### src/design/bam_fifo.sv
module bam_fifo #(
	parameter int WIDTH = 28,
	parameter int DEPTH = 2
) (
	input  logic             clk,
	input  logic             arst_n,
	input  logic             push,
	input  logic [WIDTH-1:0] wdata,
	input  logic             pop,
	output logic [WIDTH-1:0] rdata,
	output logic             full,
	output logic             empty
);

	localparam int AW = $clog2(DEPTH);
	localparam int NW = $clog2(DEPTH + 1);

	logic [WIDTH-1:0] entry_q [DEPTH];
	logic [AW-1:0]    wr_ptr_q, rd_ptr_q;
	logic [NW-1:0]    count_q;
	logic             do_push, do_pop;

	assign full    = count_q == NW'(DEPTH);
	assign empty   = count_q == '0;
	assign do_push = push && !full;
	assign do_pop  = pop && !empty;
	assign rdata   = entry_q[rd_ptr_q];

	always_ff @(posedge clk or negedge arst_n) begin
		if (!arst_n) begin
			wr_ptr_q <= '0;
			rd_ptr_q <= '0;
			count_q  <= '0;
		end else begin
			if (do_push) begin
				wr_ptr_q <= (wr_ptr_q == AW'(DEPTH - 1)) ? '0 : wr_ptr_q + AW'(1);
			end
			if (do_pop) begin
				rd_ptr_q <= (rd_ptr_q == AW'(DEPTH - 1)) ? '0 : rd_ptr_q + AW'(1);
			end
			if (do_push && !do_pop) begin
				count_q <= count_q + NW'(1);
			end else if (do_pop && !do_push) begin
				count_q <= count_q - NW'(1);
			end
		end
	end

	always_ff @(posedge clk) begin
		if (do_push) begin
			entry_q[wr_ptr_q] <= wdata;
		end
	end

endmodule

### config.mk
export PLATFORM = sky130hd
export DESIGN_NAME = bam_fifo
export DESIGN_NICKNAME = d
export VERILOG_FILES = /design/src/design/bam_fifo.sv
export SDC_FILE = /design/constraint.sdc
export NUM_CORES = 1
export LEC_CHECK = 0
export BUFFER_PORTS_ARGS = -buffer_cell sky130_fd_sc_hd__buf_4
export CAP_MARGIN = 30
export CORE_MARGIN = 10
export CORE_UTILIZATION = 55
export DETAILED_ROUTE_END_ITERATION = 10
export GPL_ROUTABILITY_DRIVEN = 0
export GPL_TIMING_DRIVEN = 0
export PLACE_DENSITY = 0.83
export SLEW_MARGIN = 20
export SYNTH_ARGS = -nofsm -noshare
export SYNTH_HDL_FRONTEND = slang
export SYNTH_SLANG_ARGS = --single-unit
### constraint.sdc
create_clock -name clk -period 5.44 [get_ports clk]
set_input_delay 0.272 -clock clk [delete_from_list [all_inputs] [get_ports clk]]
set_output_delay 0.272 -clock clk [all_outputs]
set_load 0.05 [all_outputs]
==> metrics.md <==
| Metric | Value |
|---|---|
| Syn-to-layout area delta | `32.71%` |
| CP Class | `register to primary output` |
| DR vias | `approximately 1.2k` |
| Post-DP Area | `about 0.0028 mm²` |
| Final setup viols | `0` |
| Worst slew pin tran | `0.6475 ns` |
| # rows | `23` |
| Final WL | `between 3000 and 4000 µm` |
| Power density cells | `636.9 mW/mm²` |
| Switching share of power | `0.3916` |
| Nets | `213` |
| Synthesized cell area | `0.002265 mm²` |
| YS warnings | `0` |
| Post-synthesis instance total | `between 100 and 150` |
| Die X | `around 84 µm` |
| Starting Density | `0.5662` |
| CTS Buf Count | `9` |
| Antenna violations before repair | `0` |
| PostCTS Resize Cnt | `0` |
| Maximum root-to-sink buffer count | `2` |
| Startpoint types | `register` |
| Crit path max fanout | `10` |
| Peak supply drop | `0.4304 mV` |
| RSZ-0062 raised after global routing | `false` |
| Cells taking the most area after synthesis | `edfxtp_1, mux2_2, mux2_4` |
| Seq/Total Area, Yosys | `0.7867` |
| Crit share post-route | `0.3290` |
| Leakage | `1.192 nW` |
| Yosys reg bits | `60` |
| GR Util All Layers | `0.1151` |
| Core area | `0.004000 mm²` |
| GRT overflow | `0` |
| DRT Pass-1 Iters | `4` |
| Final instance area | `0.003005 mm²` |
| Largest net degree at the start of global routing | `29` |
| Drt via density | `4.979` |
| Post-Syn Nets | `approximately 140` |
| Worst Skew | `~0.0044 ns` |
| First-pass GRT wire length | `6382 µm` |
| Average cell area after synthesis | `21.36 µm²` |
| Final HPWL DP | `between 2000 and 3000 µm` |
| Clk sinks | `60` |
| Relative slew slack | `0.5683` |
| Status | `completed` |
| Crit path DAT | `around 1.5 ns` |
| Final Util | `0.7513` |
| WHS | `0.1322 ns` |
| Synth unique cells | `16` |
| Die area | `0.007085 mm²` |
| Setup bufs post-CTS | `0` |
| Buffers added on ports | `just over 60` |
| Max cap viols | `0` |
| Internal | `around 1.2 mW` |
| Worst setup EP type | `primary output` |
| Die height | `between 80 and 90 µm` |
| Setup TNS Final | `0 ns` |
| CTS tree | `built` |
| Share of post-route cells with drive strength above 1 | `0.5761` |
| Fmax | `0.5588 GHz` |
| Synth area leader | `edfxtp_1` |
| Clock root buffer | `clkbuf_8` |
| Detail Route Antenna Nets | `0` |
| Hold crit path type | `input port to register` |
| Clk_lat worst skew | `~0.32 ns` |
| Sequential power share | `0.352` |
| DRT iter0 DRCs | `80` |
| Final Slew Violations | `0` |
| Worst EP required | `just over 5 ns` |
| Ant diodes | `0` |
| Switching power | `~750 µW` |
| Tmin final | `approximately 1.8 ns` |
| Clock network power share | `0.186` |
| Drc violations | `0` |
| Synth top area share | `0.7425` |
| Reg clk slew, reported paths | `~0.060 ns` |
| Vias in the first global route | `between 1k and 1.5k` |
| Comb power frac | `0.463` |
| Max H-tree Level | `3` |
| I/O pin count | `between 60 and 70` |
| WL/cell | `about 17 µm` |
| Final hold violation count | `0` |
## registers in the layout, summed over array words and instances, names as in the netlist
| signal | flops |
|---|---|
| wr_ptr_q | 1 |
| entry_q | 56 |
| rd_ptr_q | 1 |
| count_q | 2 |
## power by group through the flow
stage / Sequential (mW) / Combinational (mW) / Clock, mW
2_1_floorplan: 0.672 / 0.654 / 0
3_3_place_gp: 0.678 / 0.867 / 0
3_5_place_dp: 0.683 / 0.896 / 0
4_1_cts: 0.675 / 0.900 / 0.364
5_1_grt: 0.683 / 0.931 / 0.389
6_report: 0.673 / 0.885 / 0.356
## kinds of logic after synthesis
group	after synthesis	synth area share
buffers and inverters	5	0.01823
adders and majority gates	1	0.005524
DFF	60	0.7867
and+or+nand+nor	6	0.01216
xor gates and xnor gates	5	0.01934
muxes	28	0.1558
AOI/OAI and AO/OA	1	0.002208
## Yosys cell counts
cell type,number
edfxtp_1,56
mux2_2,18
mux2_4,10
dfrtp_1,4
nor2_1,3
xnor2_1,3
inv_1,2
xor2_1,2
and3_1,1
buf_4,1
buf_6,1
buf_8,1
ha_1,1
nand2_1,1
nand2b_1,1
o21ai_1,1
## final timing paths
kind,startpoint,end,slack [ns],cells past startpoint
max,rd_ptr_q$_DFFE_PN0P_,rdata[24],3.65,4
min,wdata[20],entry_q[1][20]$_DFFE_PP_,0.13,1
max reg2reg,count_q[0]$_DFFE_PN0P_,entry_q[1][1]$_DFFE_PP_,3.83,2
min reg2reg,count_q[1]$_DFFE_PN0P_,count_q[1]$_DFFE_PN0P_,0.54,1
max in group asynchronous,arst_n,rd_ptr_q$_DFFE_PN0P_,5.05,2
min in group asynchronous,arst_n,count_q[1]$_DFFE_PN0P_,0.29,2
## cell type report
| class | instances | area, µm² |
|---|---|---|
| inverters | 2 | 7.507 |
| clock buffers | 12 | 135.1 |
| flip-flops and latches | 60 | 1782 |
| fillers | 235 | 994.7 |
| multi-input cells | 41 | 450.4 |
| repair buffers | 63 | 495.5 |
| clock inverters | 3 | 38.79 |
| plain buffers | 3 | 33.78 |
| well taps | 50 | 62.56 |
## critical path, stage by stage, from the launching register on
cell and delay (ns):
dfrtp_1 0.36, buf_6 0.16, buf_8 0.17, mux2_4 0.31, buf_4 0.19
## metrics by stage
stage               total power [mW]  setup WS, ns  cells
finish                         1.914         3.650    234
floorplan                      1.326         3.189    106
detailed placement             1.579         3.826    218
global placement               1.545         2.628    217
CTS                            1.939         3.632    234
global route                   2.003         3.588    234
## per-layer routing
metal	vias up	track usage	part of all wire
met2	49	0.1881	0.50
met3	5	0.05121	0.086
met1	555	0.1196	0.40
met4	0	0.06849	0.015
li1	556	-	-
met5	-	0	0
## cells in the final DEF, fill, tap and decap left out
cell type      Yosys  final
edfxtp_1          56     56
clkbuf_1           0      3
buf_8              1      1
dlygate4sd3_1      0      1
nor2_1             3      2
nand2b_1           1      1
inv_1              2      2
buf_6              1      1
and3_2             0      1
dfrtp_1            4      4
buf_16             0      1
xor2_1             2      2
mux2_2            18     18
buf_4              1     62
clkinv_1           0      1
bufinv_16          0      1
o21ai_1            1      1
mux2_4            10     10
clkbuf_8           0      9
nor2_4             0      1
nand2_1            1      1
ha_1               1      1
xnor2_1            3      3
clkinv_2           0      1
## what timing repair did
item | 4_1_cts | 5_1_grt
hold endpoints to repair | 4 | 0
setup endpoints to repair | 0 | 0
hold buffers | 1 | 0
No activity file was read; power rests on OpenSTA's default activity.
