$ cat src/design/bam_pkg.sv
package bam_pkg;

	typedef enum logic [1:0] {
		REG_IMAGE_WIDTH  = 2'd0,
		REG_IMAGE_HEIGHT = 2'd1,
		REG_BLOCK_SIZE   = 2'd2,
		REG_RAMP_LENGTH  = 2'd3
	} reg_idx_t;

	localparam int IW_W = 11;
	localparam int IH_W = 13;
	localparam int BS_W = 5;
	localparam int RL_W = 7;

	localparam logic [IW_W-1:0] IMAGE_WIDTH_RST  = 11'd640;
	localparam logic [IH_W-1:0] IMAGE_HEIGHT_RST = 13'd480;
	localparam logic [BS_W-1:0] BLOCK_SIZE_RST   = 5'd4;
	localparam logic [RL_W-1:0] RAMP_LENGTH_RST  = 7'd64;
	localparam logic [RL_W-1:0] RAMP_LENGTH_MIN  = 7'd2;

	localparam int MAX_HEIGHT = 4096;
	localparam int HEIGHT_W   = 13;
	localparam int LINE_W     = 12;

	localparam int PIX_W      = 8;
	localparam int SUM_W      = 16;
	localparam int GRAY_ACC_W = 22;
	localparam int GRAY_SHIFT = 14;
	localparam logic [GRAY_ACC_W-1:0] W_BLUE     = 22'd1868;
	localparam logic [GRAY_ACC_W-1:0] W_GREEN    = 22'd9617;
	localparam logic [GRAY_ACC_W-1:0] W_RED      = 22'd4899;
	localparam logic [GRAY_ACC_W-1:0] GRAY_ROUND = 22'd8192;

	localparam int RAMP_CHARS = 64;
	localparam int IDX_W      = 6;
	localparam int CHAR_W     = 7;
	localparam int AVG_W      = 8;
	localparam logic [AVG_W-1:0] AVG_MAX = 8'd255;

	// first character sits in the top byte
	localparam logic [8*RAMP_CHARS-1:0] RAMP_STR =
		"$@B%8&WM#*oahkbdpqwmZ0BQLCJUYXzcvunxrjft/\\|()1{}[]?-_+~<>i!1I;;,";

	function automatic logic [CHAR_W-1:0] ramp_char(input logic [IDX_W-1:0] idx);
		logic [7:0] c;
		c = RAMP_STR[8*(RAMP_CHARS-1-int'(idx)) +: 8];
		return c[CHAR_W-1:0];
	endfunction

endpackage

$ cat src/design/bam_back.sv
module bam_back #(
	parameter int MAX_TILE = 16,
	localparam int BW   = $clog2(MAX_TILE + 1),
	localparam int CNTW = 2 * BW,
	localparam int EW   = bam_pkg::SUM_W + CNTW + 2
) (
	input  logic                       clk,
	input  logic                       arst_n,
	input  logic [bam_pkg::IDX_W-1:0]  rlm1,
	input  logic                       q_empty,
	output logic                       q_pop,
	input  logic [EW-1:0]              q_rdata,
	output logic                       char_valid,
	input  logic                       char_ready,
	output logic [bam_pkg::CHAR_W-1:0] char_code,
	output logic [bam_pkg::IDX_W-1:0]  ramp_index,
	output logic [bam_pkg::AVG_W-1:0]  tile_average,
	output logic                       end_of_row,
	output logic                       end_of_frame
);
	import bam_pkg::*;

	localparam int STEP_W = $clog2(SUM_W);
	localparam int PROD_W = IDX_W + AVG_W;
	localparam int Q_W    = PROD_W + 1;

	typedef enum logic [2:0] {
		B_IDLE = 3'b001,
		B_DIV  = 3'b010,
		B_MAP  = 3'b100
	} bstate_t;

	bstate_t state_q;

	logic [SUM_W-1:0]  quot_q;
	logic [CNTW-1:0]   rem_q, divisor_q;
	logic [STEP_W-1:0] step_q;
	logic              row_q, frame_q;

	logic [CNTW:0]      trial, diff;
	logic               ge;
	logic [AVG_W-1:0]   avg;
	logic [PROD_W-1:0]  prod;
	logic [Q_W-1:0]     q255;
	logic [IDX_W-1:0]   idx;
	logic               load_out;

	// restoring divide, one quotient bit per cycle
	assign trial = {rem_q, quot_q[SUM_W-1]};
	assign diff  = trial - {1'b0, divisor_q};
	assign ge    = trial >= {1'b0, divisor_q};

	assign avg  = (quot_q > SUM_W'(AVG_MAX)) ? AVG_MAX : quot_q[AVG_W-1:0];
	assign prod = PROD_W'(rlm1) * PROD_W'(avg);
	// exact floor(x/255) for x below 65535
	assign q255 = Q_W'(prod) + Q_W'(prod >> 8) + Q_W'(1);
	assign idx  = q255[8 +: IDX_W];

	assign q_pop    = (state_q == B_IDLE) && !q_empty;
	assign load_out = (state_q == B_MAP) && (!char_valid || char_ready);

	always_ff @(posedge clk or negedge arst_n) begin
		if (!arst_n) begin
			state_q    <= B_IDLE;
			step_q     <= '0;
			char_valid <= 1'b0;
		end else begin
			if (load_out) begin
				char_valid <= 1'b1;
			end else if (char_ready) begin
				char_valid <= 1'b0;
			end
			unique case (state_q)
				B_IDLE: begin
					if (q_pop) begin
						state_q <= B_DIV;
						step_q  <= '0;
					end
				end
				B_DIV: begin
					step_q <= step_q + STEP_W'(1);
					if (step_q == STEP_W'(SUM_W - 1)) begin
						state_q <= B_MAP;
					end
				end
				B_MAP: begin
					if (load_out) begin
						state_q <= B_IDLE;
					end
				end
				default: begin
					state_q <= B_IDLE;
				end
			endcase
		end
	end

	always_ff @(posedge clk) begin
		if (q_pop) begin
			{quot_q, divisor_q, row_q, frame_q} <= q_rdata;
			rem_q <= '0;
		end else if (state_q == B_DIV) begin
			quot_q <= {quot_q[SUM_W-2:0], ge};
			rem_q  <= ge ? diff[CNTW-1:0] : trial[CNTW-1:0];
		end
		if (load_out) begin
			char_code    <= ramp_char(idx);
			ramp_index   <= idx;
			tile_average <= avg;
			end_of_row   <= row_q;
			end_of_frame <= frame_q;
		end
	end

endmodule

$ cat config.mk
export PLATFORM = sky130hd
export DESIGN_NAME = bam_back
export DESIGN_NICKNAME = d
export VERILOG_FILES = /design/src/design/bam_pkg.sv /design/src/design/bam_back.sv
export SDC_FILE = /design/constraint.sdc
export NUM_CORES = 1
export LEC_CHECK = 0
export BUFFER_PORTS_ARGS = -buffer_cell sky130_fd_sc_hd__buf_4
export CAP_MARGIN = 20
export CORE_ASPECT_RATIO = 0.8
export CORE_UTILIZATION = 60
export DETAILED_ROUTE_END_ITERATION = 10
export HOLD_SLACK_MARGIN = 0.12
export PLACE_DENSITY_LB_ADDON = 0.05
export RECOVER_POWER = 50
export SLEW_MARGIN = 5
export SYNTH_ARGS = -nofsm -noshare
export SYNTH_HDL_FRONTEND = slang
export SYNTH_SLANG_ARGS = --single-unit
export TNS_END_PERCENT = 1
$ cat constraint.sdc
create_clock -name clk -period 20.5 [get_ports clk]
set_input_delay 3.075 -clock clk [delete_from_list [all_inputs] [get_ports clk]]
set_output_delay 3.075 -clock clk [all_outputs]
set_load 0.05 [all_outputs]
==> metrics.cfg <==
[timing]
finClkSkew_ns = 0.008797
period_share_pct = 50.14
layout_setup_ws_ns = 10.22
worst_slew_pin_slew_ns = 1.008
period_minus_slack_ns = 10.28
slew_viol_final = 0
grt_setup_unrepaired = false
finalHoldViolations = 0
fin_setup_tns_ns = 0
fmax_ghz = 0.09728
timing.hold.ws_ns = 0.4273
relSlewSlack_pct = 32.62
setup_viol = 0

[min_path]
hp-start = frame_q
hp-class = flip-flop to flip-flop

[critical_path]
critical_path_depth = 26
ff2ff_setup_slack_ns = 11.53
cp_num_buf_inv = 6
cp.required_ns = 20.56
cp-end-kind = flip-flop
critPathLaunch = rlm1[5]
cp_max_fo = 22
critical-path-top-delay-family = adder cells
r2r_end = char_code[3]
reg2reg_from = quot_q[11]
path_class = primary input to flip-flop
cp.arrival_ns = 10.34
r2r.worst_path.cells = 28
cp_slowest_cell = a211oi_2
cp-endpoint = char_code[3]
crit_top_cell = inv_1
worst_setup_path_start_kind = primary input
max_stage_delay_ns = 0.64

[synthesis]
synth_most_common_cell = nand2_1
ys_top_cells_by_count = nand2_1 (108), inv_1 (71), nor2_1 (55)
synth_area_um2 = 6183
synthFlopType = edfxtp_1
syn_avg_cell_area_um2 = 8.612
synth_top_area_share_pct = 24.77
syn_inst = 718
synthTopCellsByArea = edfxtp_1 (25%), ha_1 (8.9%), fa_1 (8.4%), nand2_1 (6.6%), inv_1 (4.3%)
ys_types = 78
yosys_warnings = 0
ys_seq_elements = 69
synth_top_area_cell = edfxtp_1
yosysSeqAreaShare_pct = 31.26
syn-num-nets = 826
synthArstFlopShare_pct = 11.59
synth_edf_count = 51

[global_route]
grt_first_pass_wirelength_um = 28180
track_usage_pct = 33.93
grt-ovfl-total = 0
grt_pass1_vias = 5783
grt_max_degree = 29
antenna_found_initial = 0

[floorplanning]
initial_utilization_pct = 63.04
ios = 63
dieArea_um2 = 10720
core_um2 = 9809
die_w_um = 115.5
std_cell_rows = 32
die_y_um = 92.80

[layout]
fin_util_pct = 71.38
num_antenna_cells = 0
fin_nets = 879
fillers = 745
layout-drive-gt1-share_pct = 10.44
area_growth_syn_to_layout_pct = 13.23

[run_status]
outcome = complete, no violations

[route]
routed.top_layer = met4
wl_um = 17010
post-route-drc-count = 0
wl_met2_um = 7904
route.met3.wl_um = 1600
wl_met1_um = 7099
via_per_inst = 6.343
dr_total_vias = 5785
drt_iter0_markers = 606
ant_nets = 0
drtPass1Iterations = 6
drt-wirelength-per-cell_um = 18.65

[placement]
dpl_worst_slack_ns = 10.08
place_congestion = 1.009
post-dp-hpwl_um = 12430
io_buffers = 62

[cts]
post_cts_resized = 0
cts_buffers = 9
clk_latency_ns = 0.33
clk_pin_slew_ns = 0.06
cts_setup_buffers = 0
ctsRootBufferMaster = clkbuf_16
cts_buffer_depth = 2
clock-sinks = 69
cts_tree = yes
hold_buffers = 0
htreeDepth = 3

[run]
maxCapViolCount = 0

==> final cells by class <==
type	count	area, um2	area share [%]
clock buffers	11	232.7	3.324
clock inverters	5	51.30	0.7327
flip-flops and latches	69	1933	27.61
multi-input cells	550	3896	55.65
well taps	136	170.2	2.430
repair buffers	68	442.9	6.326
inverters	73	275.3	3.931
==> worst min-delay path by stage <==
stage / to / slack, ns / cells past startpoint
6_report: end_of_frame / 0.43 / 0
5_1_grt: end_of_row / 0.44 / 0
3_5_place_dp: end_of_row / 0.42 / 0
4_1_cts: end_of_frame / 0.43 / 0
3_3_place_gp: end_of_frame / 0.41 / 0
2_1_floorplan: end_of_frame / 0.40 / 0
==> state kept, by name (all words and copies together) (netlist names) <==
name	cells
divisor_q	10
frame_q	1
char_code	7
end_of_frame	1
state_q	3
char_valid	1
tile_average	8
row_q	1
step_q	4
quot_q	16
ramp_index	6
rem_q	10
end_of_row	1
==> layer usage <==
layer / vias up / global-route usage, %
met1: 2766 / 44.22
met2: 332 / 55.79
li1: 2643 / -
met5: - / 0
met4: 0 / 10.50
met3: 44 / 7.788
==> logic make-up after synthesis <==
family / synth area share, %
compound gates: 20.54
fa+ha+maj: 17.32
buf+inv: 6.333
xor+xnor: 2.772
flops: 31.26
simple gates: 20.76
mux: 1.012
==> per-stage QoR <==
step	instance area (um2)	std cells
2_1_floorplan	6183	718
3_3_place_gp	6765	893
3_5_place_dp	6780	894
4_1_cts	7064	910
5_1_grt	7002	912
6_report	7002	912
==> cells in the final DEF (no fill, tap or decap), types with 9 or more instances in the layout <==
cell,instances
nand2_1,108
inv_1,71
nor2_1,55
edfxtp_1,51
a21oi_1,45
ha_1,44
nor2b_1,38
o21ai_0,35
buf_4,31
fa_1,26
clkbuf_1,23
nand3_1,15
clkbuf_4,14
o21ai_1,13
nor3_1,12
dfxtp_1,10
a21o_1,9
o31ai_1,9
xnor2_1,9
clkbuf_16,9
Power is not shown: default switching activity piles up to over one toggle a cycle in this logic, so the estimate is an artifact.
